**config.mk**
```make
export PLATFORM = sky130hd
export DESIGN_NAME = xsr_ctrl
export DESIGN_NICKNAME = d
export VERILOG_FILES = /design/src/hdl/xsr_pkg.sv /design/src/hdl/xsr_ctrl.sv
export SDC_FILE = /design/constraint.sdc
export NUM_CORES = 1
export LEC_CHECK = 0
export ABC_AREA = 1
export CAP_MARGIN = 20
export CORE_MARGIN = 2
export CORE_UTILIZATION = 40
export DETAILED_ROUTE_END_ITERATION = 12
export DONT_BUFFER_PORTS = 1
export PLACE_DENSITY = 0.63
export SETUP_SLACK_MARGIN = 0.2
export SYNTH_ARGS = -nofsm -noshare
export SYNTH_HDL_FRONTEND = slang
export SYNTH_SLANG_ARGS = --single-unit
```
**constraint.sdc**
```tcl
create_clock -name clk -period 1.3 [get_ports clk]
set_clock_uncertainty 0.1 [all_clocks]
set_input_delay 0.13 -clock clk [delete_from_list [all_inputs] [get_ports clk]]
set_output_delay 0.13 -clock clk [all_outputs]
set_load 0.03 [all_outputs]
```
**src/hdl/xsr_pkg.sv**
```systemverilog
// shared types and constants for the xoshiro256** bounded generator
`default_nettype none
package xsr_pkg;

    // splitmix64 and golden-ratio constants
    localparam logic [63:0] GOLDEN_GAMMA = 64'h9e3779b97f4a7c15;
    localparam logic [63:0] MIX_MUL_A    = 64'hbf58476d1ce4e5b9;
    localparam logic [63:0] MIX_MUL_B    = 64'h94d049bb133111eb;

    // action codes
    localparam logic [1:0] ACT_RAW     = 2'd0;
    localparam logic [1:0] ACT_BOUNDED = 2'd1;
    localparam logic [1:0] ACT_FRAC    = 2'd2;
    localparam logic [1:0] ACT_UNUSED  = 2'd3;

    typedef enum logic [3:0] {
        ST_SEED_ACC,
        ST_SEED_LA,
        ST_SEED_WA,
        ST_SEED_LB,
        ST_SEED_WB,
        ST_SEED_WR,
        ST_SEED_FIX,
        ST_IDLE,
        ST_EXEC,
        ST_WAIT_M,
        ST_CHECK,
        ST_WAIT_D,
        ST_RESULT
    } state_t;

    // multiplier operand selection
    typedef enum logic [1:0] {
        MSEL_MIXA,
        MSEL_MIXB,
        MSEL_BOUND
    } msel_t;

    // result selection
    typedef enum logic [1:0] {
        RSEL_RAW,
        RSEL_FRAC,
        RSEL_ZERO,
        RSEL_HI
    } rsel_t;

    typedef struct packed {
        logic  acc_step;
        logic  mul_load;
        msel_t msel;
        logic  word_write;
        logic  golden_fix;
        logic  draw_step;
        logic  res_load;
        rsel_t rsel;
        logic  div_load;
        logic  item_load;
        logic  out_load;
    } cmd_t;

    typedef struct packed {
        logic       mul_done;
        logic       div_done;
        logic       mul_busy;
        logic       div_busy;
        logic       last_word;
        logic [1:0] action;
        logic       bound_zero;
        logic       lo_below_bound;
        logic       thr_valid;
        logic       lo_below_thr;
        logic       out_free;
    } status_t;

endpackage
`default_nettype wire

```
**src/hdl/xsr_ctrl.sv**
```systemverilog
// controller state machine for the xoshiro256** bounded generator
`default_nettype none
module xsr_ctrl (
    input  wire logic             clk,
    input  wire logic             rst_n,
    input  wire logic             seed_we,
    input  wire logic             in_valid,
    output logic                  in_stall,
    input  wire xsr_pkg::status_t st,
    output xsr_pkg::cmd_t         cmd
);

    xsr_pkg::state_t state_reg;
    xsr_pkg::state_t state_next;

    // state register
    always_ff @(posedge clk or negedge rst_n)
    begin
        if (!rst_n)
        begin
            state_reg <= xsr_pkg::ST_SEED_ACC;
        end
        else
        begin
            state_reg <= state_next;
        end
    end

    // next state
    always_comb
    begin
        state_next = state_reg;
        case (state_reg)
            xsr_pkg::ST_SEED_ACC: state_next = xsr_pkg::ST_SEED_LA;
            xsr_pkg::ST_SEED_LA:  state_next = xsr_pkg::ST_SEED_WA;
            xsr_pkg::ST_SEED_WA:
            begin
                if (st.mul_done)
                begin
                    state_next = xsr_pkg::ST_SEED_LB;
                end
            end
            xsr_pkg::ST_SEED_LB:  state_next = xsr_pkg::ST_SEED_WB;
            xsr_pkg::ST_SEED_WB:
            begin
                if (st.mul_done)
                begin
                    state_next = xsr_pkg::ST_SEED_WR;
                end
            end
            xsr_pkg::ST_SEED_WR:
            begin
                state_next = st.last_word ? xsr_pkg::ST_SEED_FIX : xsr_pkg::ST_SEED_ACC;
            end
            xsr_pkg::ST_SEED_FIX: state_next = xsr_pkg::ST_IDLE;
            xsr_pkg::ST_IDLE:
            begin
                if (in_valid)
                begin
                    state_next = xsr_pkg::ST_EXEC;
                end
            end
            xsr_pkg::ST_EXEC:
            begin
                if (st.action == xsr_pkg::ACT_BOUNDED && !st.bound_zero)
                begin
                    state_next = xsr_pkg::ST_WAIT_M;
                end
                else
                begin
                    state_next = xsr_pkg::ST_RESULT;
                end
            end
            xsr_pkg::ST_WAIT_M:
            begin
                if (st.mul_done)
                begin
                    state_next = xsr_pkg::ST_CHECK;
                end
            end
            xsr_pkg::ST_CHECK:
            begin
                if (!st.lo_below_bound)
                begin
                    state_next = xsr_pkg::ST_RESULT;
                end
                else if (!st.thr_valid)
                begin
                    state_next = xsr_pkg::ST_WAIT_D;
                end
                else if (st.lo_below_thr)
                begin
                    state_next = xsr_pkg::ST_WAIT_M;
                end
                else
                begin
                    state_next = xsr_pkg::ST_RESULT;
                end
            end
            xsr_pkg::ST_WAIT_D:
            begin
                if (st.div_done)
                begin
                    state_next = xsr_pkg::ST_CHECK;
                end
            end
            xsr_pkg::ST_RESULT:
            begin
                if (st.out_free)
                begin
                    state_next = xsr_pkg::ST_IDLE;
                end
            end
            default: state_next = xsr_pkg::ST_SEED_ACC;
        endcase
        // a seed write restarts the expansion
        if (seed_we)
        begin
            state_next = xsr_pkg::ST_SEED_ACC;
        end
    end

    // command outputs
    always_comb
    begin
        cmd      = '0;
        cmd.msel = xsr_pkg::MSEL_MIXA;
        cmd.rsel = xsr_pkg::RSEL_ZERO;
        in_stall = 1'b1;
        case (state_reg)
            xsr_pkg::ST_SEED_ACC: cmd.acc_step = 1'b1;
            xsr_pkg::ST_SEED_LA:
            begin
                cmd.mul_load = 1'b1;
                cmd.msel     = xsr_pkg::MSEL_MIXA;
            end
            xsr_pkg::ST_SEED_LB:
            begin
                cmd.mul_load = 1'b1;
                cmd.msel     = xsr_pkg::MSEL_MIXB;
            end
            xsr_pkg::ST_SEED_WR:  cmd.word_write = 1'b1;
            xsr_pkg::ST_SEED_FIX: cmd.golden_fix = 1'b1;
            xsr_pkg::ST_IDLE:
            begin
                in_stall      = 1'b0;
                cmd.item_load = in_valid;
            end
            xsr_pkg::ST_EXEC:
            begin
                case (st.action)
                    xsr_pkg::ACT_RAW:
                    begin
                        cmd.draw_step = 1'b1;
                        cmd.res_load  = 1'b1;
                        cmd.rsel      = xsr_pkg::RSEL_RAW;
                    end
                    xsr_pkg::ACT_FRAC:
                    begin
                        cmd.draw_step = 1'b1;
                        cmd.res_load  = 1'b1;
                        cmd.rsel      = xsr_pkg::RSEL_FRAC;
                    end
                    xsr_pkg::ACT_BOUNDED:
                    begin
                        if (st.bound_zero)
                        begin
                            cmd.res_load = 1'b1;
                        end
                        else
                        begin
                            cmd.draw_step = 1'b1;
                            cmd.mul_load  = 1'b1;
                            cmd.msel      = xsr_pkg::MSEL_BOUND;
                        end
                    end
                    default: cmd.res_load = 1'b1;
                endcase
            end
            xsr_pkg::ST_CHECK:
            begin
                if (!st.lo_below_bound)
                begin
                    cmd.res_load = 1'b1;
                    cmd.rsel     = xsr_pkg::RSEL_HI;
                end
                else if (!st.thr_valid)
                begin
                    cmd.div_load = 1'b1;
                end
                else if (st.lo_below_thr)
                begin
                    cmd.draw_step = 1'b1;
                    cmd.mul_load  = 1'b1;
                    cmd.msel      = xsr_pkg::MSEL_BOUND;
                end
                else
                begin
                    cmd.res_load = 1'b1;
                    cmd.rsel     = xsr_pkg::RSEL_HI;
                end
            end
            xsr_pkg::ST_RESULT: cmd.out_load = st.out_free;
            default: cmd = '0;
        endcase
    end

endmodule
`default_nettype wire

```
## Word-level counts from Yosys, hierarchy flattened

Cells that the tools add are included.

- Eq/ne operators: 20
- Mux-type cells: 39
- Reduce and logical (&&, ||, !) cells: 7

Operators with widths:

| cell | number |
|---|---|
| one-hot mux 4 bit (13 select lines) | 1 |
| two-way mux 3 bit | 12 |
| two-way mux 4 bit | 8 |
| == test 4 bit (second input constant) | 5 |
| inequality test 3 bit (second input constant) | 6 |
| == test 4 x 3 -> 1 bit (second input constant) | 4 |
| two-way mux 1 bit | 14 |
| one-hot mux 3 bit (4 select lines) | 1 |
| one-hot mux 4 bit (3 select lines) | 1 |
| == test 4 x 2 -> 1 bit (second input constant) | 2 |
| OR reduction 7 bit | 1 |
| AND reduction 6 bit | 1 |
| == test 4 x 1 -> 1 bit (second input constant) | 1 |
| logical NOT 4 bit | 1 |
| one-hot mux 2 bit (2 select lines) | 1 |
| == test 2 x 1 -> 1 bit (second input constant) | 1 |
| == test 2 bit (second input constant) | 1 |
| logical NOT 2 bit | 1 |
| one-hot mux 1 bit (2 select lines) | 1 |
| OR reduction 2 bit | 1 |
| logical AND 1 bit | 1 |
| logical NOT 1 bit | 1 |

- Register bits: 4
- Bits of input ports: 16
- Output and inout port bits: 14
- Logic and storage cells: 67

## Longest topological paths before layout

Gate-level depths: netlist of run 1.

- Depth in word-level cells: 5
- Gate-level depth with buffers: 9
- Depth with buffers taken out: 9

## Worst setup path before layout of run 1

No wires, ideal clock.

- Path kind: register -> output
- Start point: register state_reg[0]
- End point: output port cmd[4] (netlist bit)
- Arrival: 1648 ps
- Data required time: 1070 ps
- Path slack: -578 ps
- Stages on the path, launching flop included: 8
- Buffers on the path: 0
- Path through: dfrtp_1 -> inv_2 -> nand2_2 -> nor2_1 -> inv_1 -> o211ai_1 -> nor2_1 -> o21ai_1

RTL lines:

| item | line | text |
|---|---|---|
| from (decl) | xsr_ctrl.sv:13 | `xsr_pkg::state_t state_reg;` |
| from (signal assigned) | xsr_ctrl.sv:21 | `state_reg <= xsr_pkg::ST_SEED_ACC;` |
| from (signal assigned) | xsr_ctrl.sv:25 | `state_reg <= state_next;` |
| to (decl) | xsr_ctrl.sv:10 | `output xsr_pkg::cmd_t cmd` |

==> results of run 1 <==
Yosys cell counts:
library cell	instances
nand4_1	2
nand2_1	32
dfrtp_1	4
o21ai_1	5
nor2_4	1
inv_2	4
o21ai_0	2
nor2_1	27
inv_1	15
o211ai_1	2
nand2_2	5
nand3_1	11
nor3_1	1
a21oi_1	1
o31ai_1	1
nand3_2	1
nand3b_1	1
nor2_2	5
worst register-to-register path: stages, from the launching register on:
cell and delay (ns):
dfrtp_2 0.48, inv_2 0.14, nand2_2 0.13, nor2_1 0.24
nand2_1 0.11, nand2_2 0.09, nor2_2 0.04, nand2_2 0.10
nand2_1 0.09, o21ai_2 0.07
layer usage:
layer  track usage  vias to the layer above  wire length [um]
met5             0                        -                 0
met4        0.1333                        0               221
met3       0.03333                       31               291
met2        0.5463                       82              1499
met1        0.3840                      485              1137
li1              -                      474                 -
logic make-up (layout without fill, tap and decap cells):
| family | Yosys count | count (layout) |
|---|---|---|
| compound gates | 11 | 11 |
| buf+inv | 19 | 67 |
| flops | 4 | 4 |
| simple gates | 86 | 86 |
stage by stage:
| stage | util | setup WS (ns) |
|---|---|---|
| after floorplan | - | -0.1348 |
| after global placement | 0.6480 | -0.1755 |
| after detailed placement | 0.6480 | -0.2151 |
| after CTS | 0.8206 | -0.3711 |
| after global routing | 0.8707 | -0.4922 |
| final | 0.8707 | -0.4664 |
area by class of cell:
class                   count  area share
clock buffers               3     0.01758
well taps                  16     0.01562
multi-input cells          97      0.5127
flip-flops and latches      4     0.08105
inverters                  19     0.06152
repair buffers             45      0.3115
power breakdown:
group          switching (mW)  total [mW]  internal (mW)
Sequential             0.0588       0.226          0.167
Combinational            1.07        1.94          0.865
Clock                  0.0529       0.156          0.103
timing repair:
item,CTS,global route
resized for setup,39,9
pin swaps,15,10
hold buffers,2,0
endpoints found under the hold margin,6,0
buffers inserted,10,5
endpoints found under the setup margin,18,18
placed cells by master, fill, tap and decap left out, types with 3 or more instances in the layout:
cell type and count:
buf_4 28, buf_6 15, clkbuf_4 3, dfrtp_2 3, inv_1 10, inv_2 7, nand2_1 20, nand2_2 9
nand2_4 8, nand3_1 8, nand3_2 3, nor2_1 19, nor2_2 4, nor2_4 10, o21ai_2 3
final timing paths:
check	start	cells after the start	slack (ns)	endpoint
min in group asynchronous	rst_n	1	0.08	state_reg[2]$_DFFE_PN0P_
max in group asynchronous	rst_n	1	0.82	state_reg[3]$_DFFE_PN0P_
max reg2reg	state_reg[3]$_DFFE_PN0P_	9	-0.37	state_reg[1]$_DFFE_PN0P_
max	state_reg[2]$_DFFE_PN0P_	6	-0.47	cmd[11]
min	seed_we	3	0.05	state_reg[3]$_DFFE_PN0P_
min reg2reg	state_reg[3]$_DFFE_PN0P_	2	0.55	state_reg[3]$_DFFE_PN0P_
==> run_results.csv, run 1 <==
group,metric,value,unit
final_layout,seqCellArea,103.9,sq um
global_routing,grt_pass1_vias,1012,
clock_network,cts.sinks,4,
final_layout,multiInputGateArea,656.9,sq um
synth,synthAdderAreaFrac,0,
drt,vias_per_cell,5.826,
drt,ant_nets,0,
sta,finalSetupViolations,18,
min_path,hp-class,"input pin to flop",
synth,synth_top_family_by_area,"simple AND/OR/NAND/NOR gates",
job,cap_viol_max_count,0,
floorplan,die_width,43.35,um
sta,final_max_slew_viol_count,0,
synth,synth_nets,136,
pwr,power,2.321,mW
synth,syn_area_per_cell,5.161,sq um
pwr,power.density,1811,nW/um^2
worst_setup_path,crit_path_cell_trace,"inv_4 -> nand2_4 -> nor2_4 -> nand4_1 -> o211ai_1 -> buf_4",
sta,rsz0062_at_grt,"true",
synth,netlist.top_cell.by_area,"nand2_1",
floorplan,rows,14,
synth,muxShareOfSynthArea,0,
sta,min_period_over_period,1.359,
synth,synth_seq_cells,4,
synth,yosys.area_share.simple,0.6222,
final_layout,stdcell_area,1281,sq um
final_layout,fillers,74,
final_layout,drive_gt1_frac,0.5952,
synth,ys_seq_area_frac,0.1616,
synth,syn_area,619.3,sq um
worst_setup_path,cp.required,1.07,ns
status,outcome,"finished with violations",
worst_setup_path,critPathMaxFanout,4,
synth,synth.distinct_cells,18,
global_routing,grt_max_degree,7,
sta,max_freq,0.5661,GHz
worst_setup_path,critPathLaunchType,"flop",
synth,synth_top_cells_by_area,"nand2_1 19%, nor2_1 16%, dfrtp_1 16%, inv_1 9.1%, nand3_1 8.9%",
worst_setup_path,crit_path_end_kind,"primary output",
clock_network,clockRootBuffer,"clkbuf_4",
synth,synth-compound-area-share,0.1010,
final_layout,antenna_cells,0,
drt,drt-total-wl,3149,um
pwr,vdd.ir_drop.worst,0.0009058,V
clock_network,clk-insertion-delay-late,0.23,ns
floorplan,dieArea,1879,sq um
drt,remaining_drc_errors,0,
drt,routed-via-count,1072,
status,violations,"setup timing",
floorplan,ios,30,
place,placed_cell_area,953.4,sq um
worst_setup_path,cpPeakStageDelay,0.44,ns
sta,setup-tns-final,-6.103,ns
synth,synth_top_area_frac,0.1939,
clock_network,cts_tree,"done",
place,gp_congestion,0.8972,
synth,yosys_warnings,0,
worst_setup_path,cp.arrival,1.54,ns
final_layout,final_cells,184,
sta,slew_headroom,0.7711,
global_routing,grt_first_pass_wirelength,4429,um
worst_setup_path,path_delay_family,"flip-flops",
global_routing,grt-ovfl-total,0,
clock_network,htree_levels,1,
floorplan,fp.dieH,43.35,um
global_routing,grt_util_all_layers,0.3113,
worst_setup_path,worstSetupPathType,"flop to primary output",
floorplan,start_util,0.4209,
place,hpwl,1707,um
drt,wire_per_inst,17.11,um
sta,setup_ws,-0.4664,ns
worst_setup_path,critPathBufInv,2,
final_layout,final_nets,186,
global_routing,antenna_found_initial,0,
sta,hold_ws,0.05371,ns
clock_network,clk_pin_slew,0.04,ns
clock_network,cts_made_buffers,3,
sta,finalCriticalPeriod,1.766,ns
final_layout,area_growth,106.9,%
sta,finalHoldViolations,0,
pwr,p_leak,0.6747,nW
floorplan,core,1471,sq um
synth,syn_inst,120,
place,placed_cells,164,
drt,drtIter0Drc,52,
synth,synth-xor-area-share,0,
worst_setup_path,worst_path_max_delay_cell,"dfrtp_2",
drt,dr.pass1.iters,4,
clock_network,cts_buffer_depth,2,
sta,worst_slew_pin_slew,0.3431,ns
place,io_buffers,0,
final_layout,largest_reg_flops,4,
Note: power is estimated with default switching activity, not from simulation.
==> inputs of run 2 (changes only) <==
CORE_MARGIN = 3   (was 2)
GPL_ROUTABILITY_DRIVEN = 0   (was unset)
==> run 2 against run 1 <==
Against the previous run: the run still ends with setup timing left; sequential cell count is the same; total power shrank 21%; combinational power shrank 26%; register-to-register slack gained 0.10 ns; non-clock buffer count shrank 8; clock power grew 9%; critical path type unchanged; largest cell class unchanged; largest power group unchanged.
==> run_results.csv, run 2 (same netlist as run 1, synthesis figures left out) <==
group,metric,value,unit
worst_setup_path,rr_startpoint,"state_reg[2]$_DFFE_PN0P_",
pwr,vdd.ir_drop.worst,0.0008188,V
min_path,hp-class,"input pin to flop",
global_routing,grt_util_all_layers,0.2678,
pwr,p_leak,0.6116,nW
floorplan,die_width,45.35,um
floorplan,fp.dieH,45.35,um
worst_setup_path,worst_path_max_delay_cell,"dfrtp_2",
worst_setup_path,critPathBufInv,2,
place,io_buffers,0,
sta,finalSetupViolations,18,
drt,dr.pass1.iters,4,
drt,wire_per_inst,14.73,um
clock_network,clockRootBuffer,"clkbuf_4",
clock_network,cts_buffer_depth,2,
pwr,p_switching,962.4,uW
drt,vias_per_cell,5.554,
final_layout,area_growth,85.66,%
job,cap_viol_max_count,0,
final_layout,drive_gt1_frac,0.5000,
worst_setup_path,path_delay_family,"flip-flops",
pwr,p_int,868.5,uW
worst_setup_path,cpPeakStageDelay,0.46,ns
worst_setup_path,crit_start,"state_reg[2]$_DFFE_PN0P_",
worst_setup_path,crit_path_cell_trace,"inv_4 -> nand2_4 -> nor2_4 -> nand4_1 -> o211ai_1 -> buf_4",
drt,drt-total-wl,2578,um
worst_setup_path,cp.arrival,1.50,ns
global_routing,antenna_found_initial,0,
worst_setup_path,r2r_slack,-0.27,ns
final_layout,layout_common_cells,"24 x nand2_1, 24 x buf_4, 21 x nor2_1",
clock_network,cts_made_buffers,3,
min_path,min_to,"state_reg[3]$_DFFE_PN0P_",
min_path,hp-start,"seed_we",
floorplan,rows,13,
global_routing,grt_first_pass_wirelength,3974,um
floorplan,core,1383,sq um
status,outcome,"finished with violations",
worst_setup_path,critPathMaxFanout,4,
place,placed_cells,163,
pwr,p_clk_frac,0.093,
pwr,switching_share,0.5257,
clock_network,clk-insertion-delay-late,0.25,ns
global_routing,grt_pass1_vias,902,
place,hpwl,1775,um
clock_network,cts_tree,"done",
worst_setup_path,worstSetupPathType,"flop to primary output",
sta,worst_slew_pin_slew,0.2849,ns
min_path,worstHoldPathCells,3,
sta,setup_ws,-0.4321,ns
drt,drtIter0Drc,40,
pwr,power.share.combinational,0.786,
pwr,power_frac_seq,0.121,
sta,min_period_over_period,1.332,
worst_setup_path,critPathLaunchType,"flop",
final_layout,largest_reg_flops,4,
drt,routed-via-count,972,
worst_setup_path,crit_path_end_kind,"primary output",
worst_setup_path,cp.required,1.07,ns
floorplan,start_util,0.4480,
global_routing,grt-ovfl-total,0,
sta,hold_ws,0.03221,ns
clock_network,clk_pin_slew,0.05,ns
sta,final_max_slew_viol_count,0,
floorplan,ios,30,
final_layout,final_cells,175,
final_layout,antenna_cells,0,
global_routing,grt_max_degree,6,
sta,rsz0062_at_grt,"true",
floorplan,dieArea,2057,sq um
worst_setup_path,r2r-end,"state_reg[2]$_DFFE_PN0P_",
drt,ant_nets,0,
status,violations,"setup timing",
clock_network,cts.sinks,4,
drt,remaining_drc_errors,0,
final_layout,final_nets,178,
pwr,power.density,1592,nW/um^2
sta,finalHoldViolations,0,
worst_setup_path,r2r_cells,8,
clock_network,htree_levels,1,
sta,max_freq,0.5773,GHz
sta,finalCriticalPeriod,1.732,ns
sta,slew_headroom,0.8092,
run 2: stage by stage:
stage | utilization | cell area (sq um) | power, mW | setup TNS [ns] | setup slack, ns
2_1_floorplan | - | 723.2 | 0.9716 | -0.6996 | -0.1348
3_3_place_gp | 0.6887 | 952.2 | 1.390 | -1.063 | -0.1578
3_5_place_dp | 0.6887 | 952.2 | 1.410 | -1.315 | -0.1734
4_1_cts | 0.7937 | 1097 | 1.731 | -4.721 | -0.3560
5_1_grt | 0.8317 | 1150 | 1.927 | -6.227 | -0.4860
6_report | 0.8317 | 1150 | 1.831 | -5.318 | -0.4321
run 2: how the worst max path moves through the flow:
| stage | to | slack (ns) | cells after the start |
|---|---|---|---|
| after global placement | cmd[3] | -0.16 | 6 |
| after global routing | cmd[11] | -0.49 | 6 |
| after floorplan | cmd[4] | -0.13 | 7 |
| after CTS | cmd[11] | -0.36 | 6 |
| final | cmd[11] | -0.43 | 6 |
| after detailed placement | cmd[3] | -0.17 | 6 |
run 2: tightest hold or removal path, delay by kind of cell:
family	cells	cell delay, ns
and+or+nand+nor	1	0.07
buffers and inverters	1	0.06
AOI/OAI and AO/OA	1	0.08
run 2: per-layer routing:
metal,global-route usage,share of wire
met1,0.3527,0.38
met2,0.4350,0.49
met3,0.03984,0.081
met4,0.1053,0.057
met5,0,0
run 2: what timing repair did:
action | CTS | global route
endpoints found under the setup margin | 18 | 18
pin swaps | 9 | 6
buffers inserted | 6 | 2
hold buffers | 1 | 0
resized for setup | 19 | 11
endpoints found under the hold margin | 4 | 0
run 2: layout make-up:
class / count / area [sq um]
Clock buffer: 3 / 22.52
Tap cell: 15 / 18.77
Sequential cell: 4 / 103.9
Fill cell: 89 / 232.7
Inverter: 19 / 81.33
Multi-Input combinational cell: 97 / 598.1
Timing Repair Buffer: 37 / 325.3
run 2: power groups by stage:
stage	registers, mW	clock network, mW	logic, mW
final	0.222	0.170	1.44
after global routing	0.228	0.178	1.52
after floorplan	0.223	0	0.748
after detailed placement	0.218	0	1.19
after CTS	0.218	0.171	1.34
after global placement	0.214	0	1.18
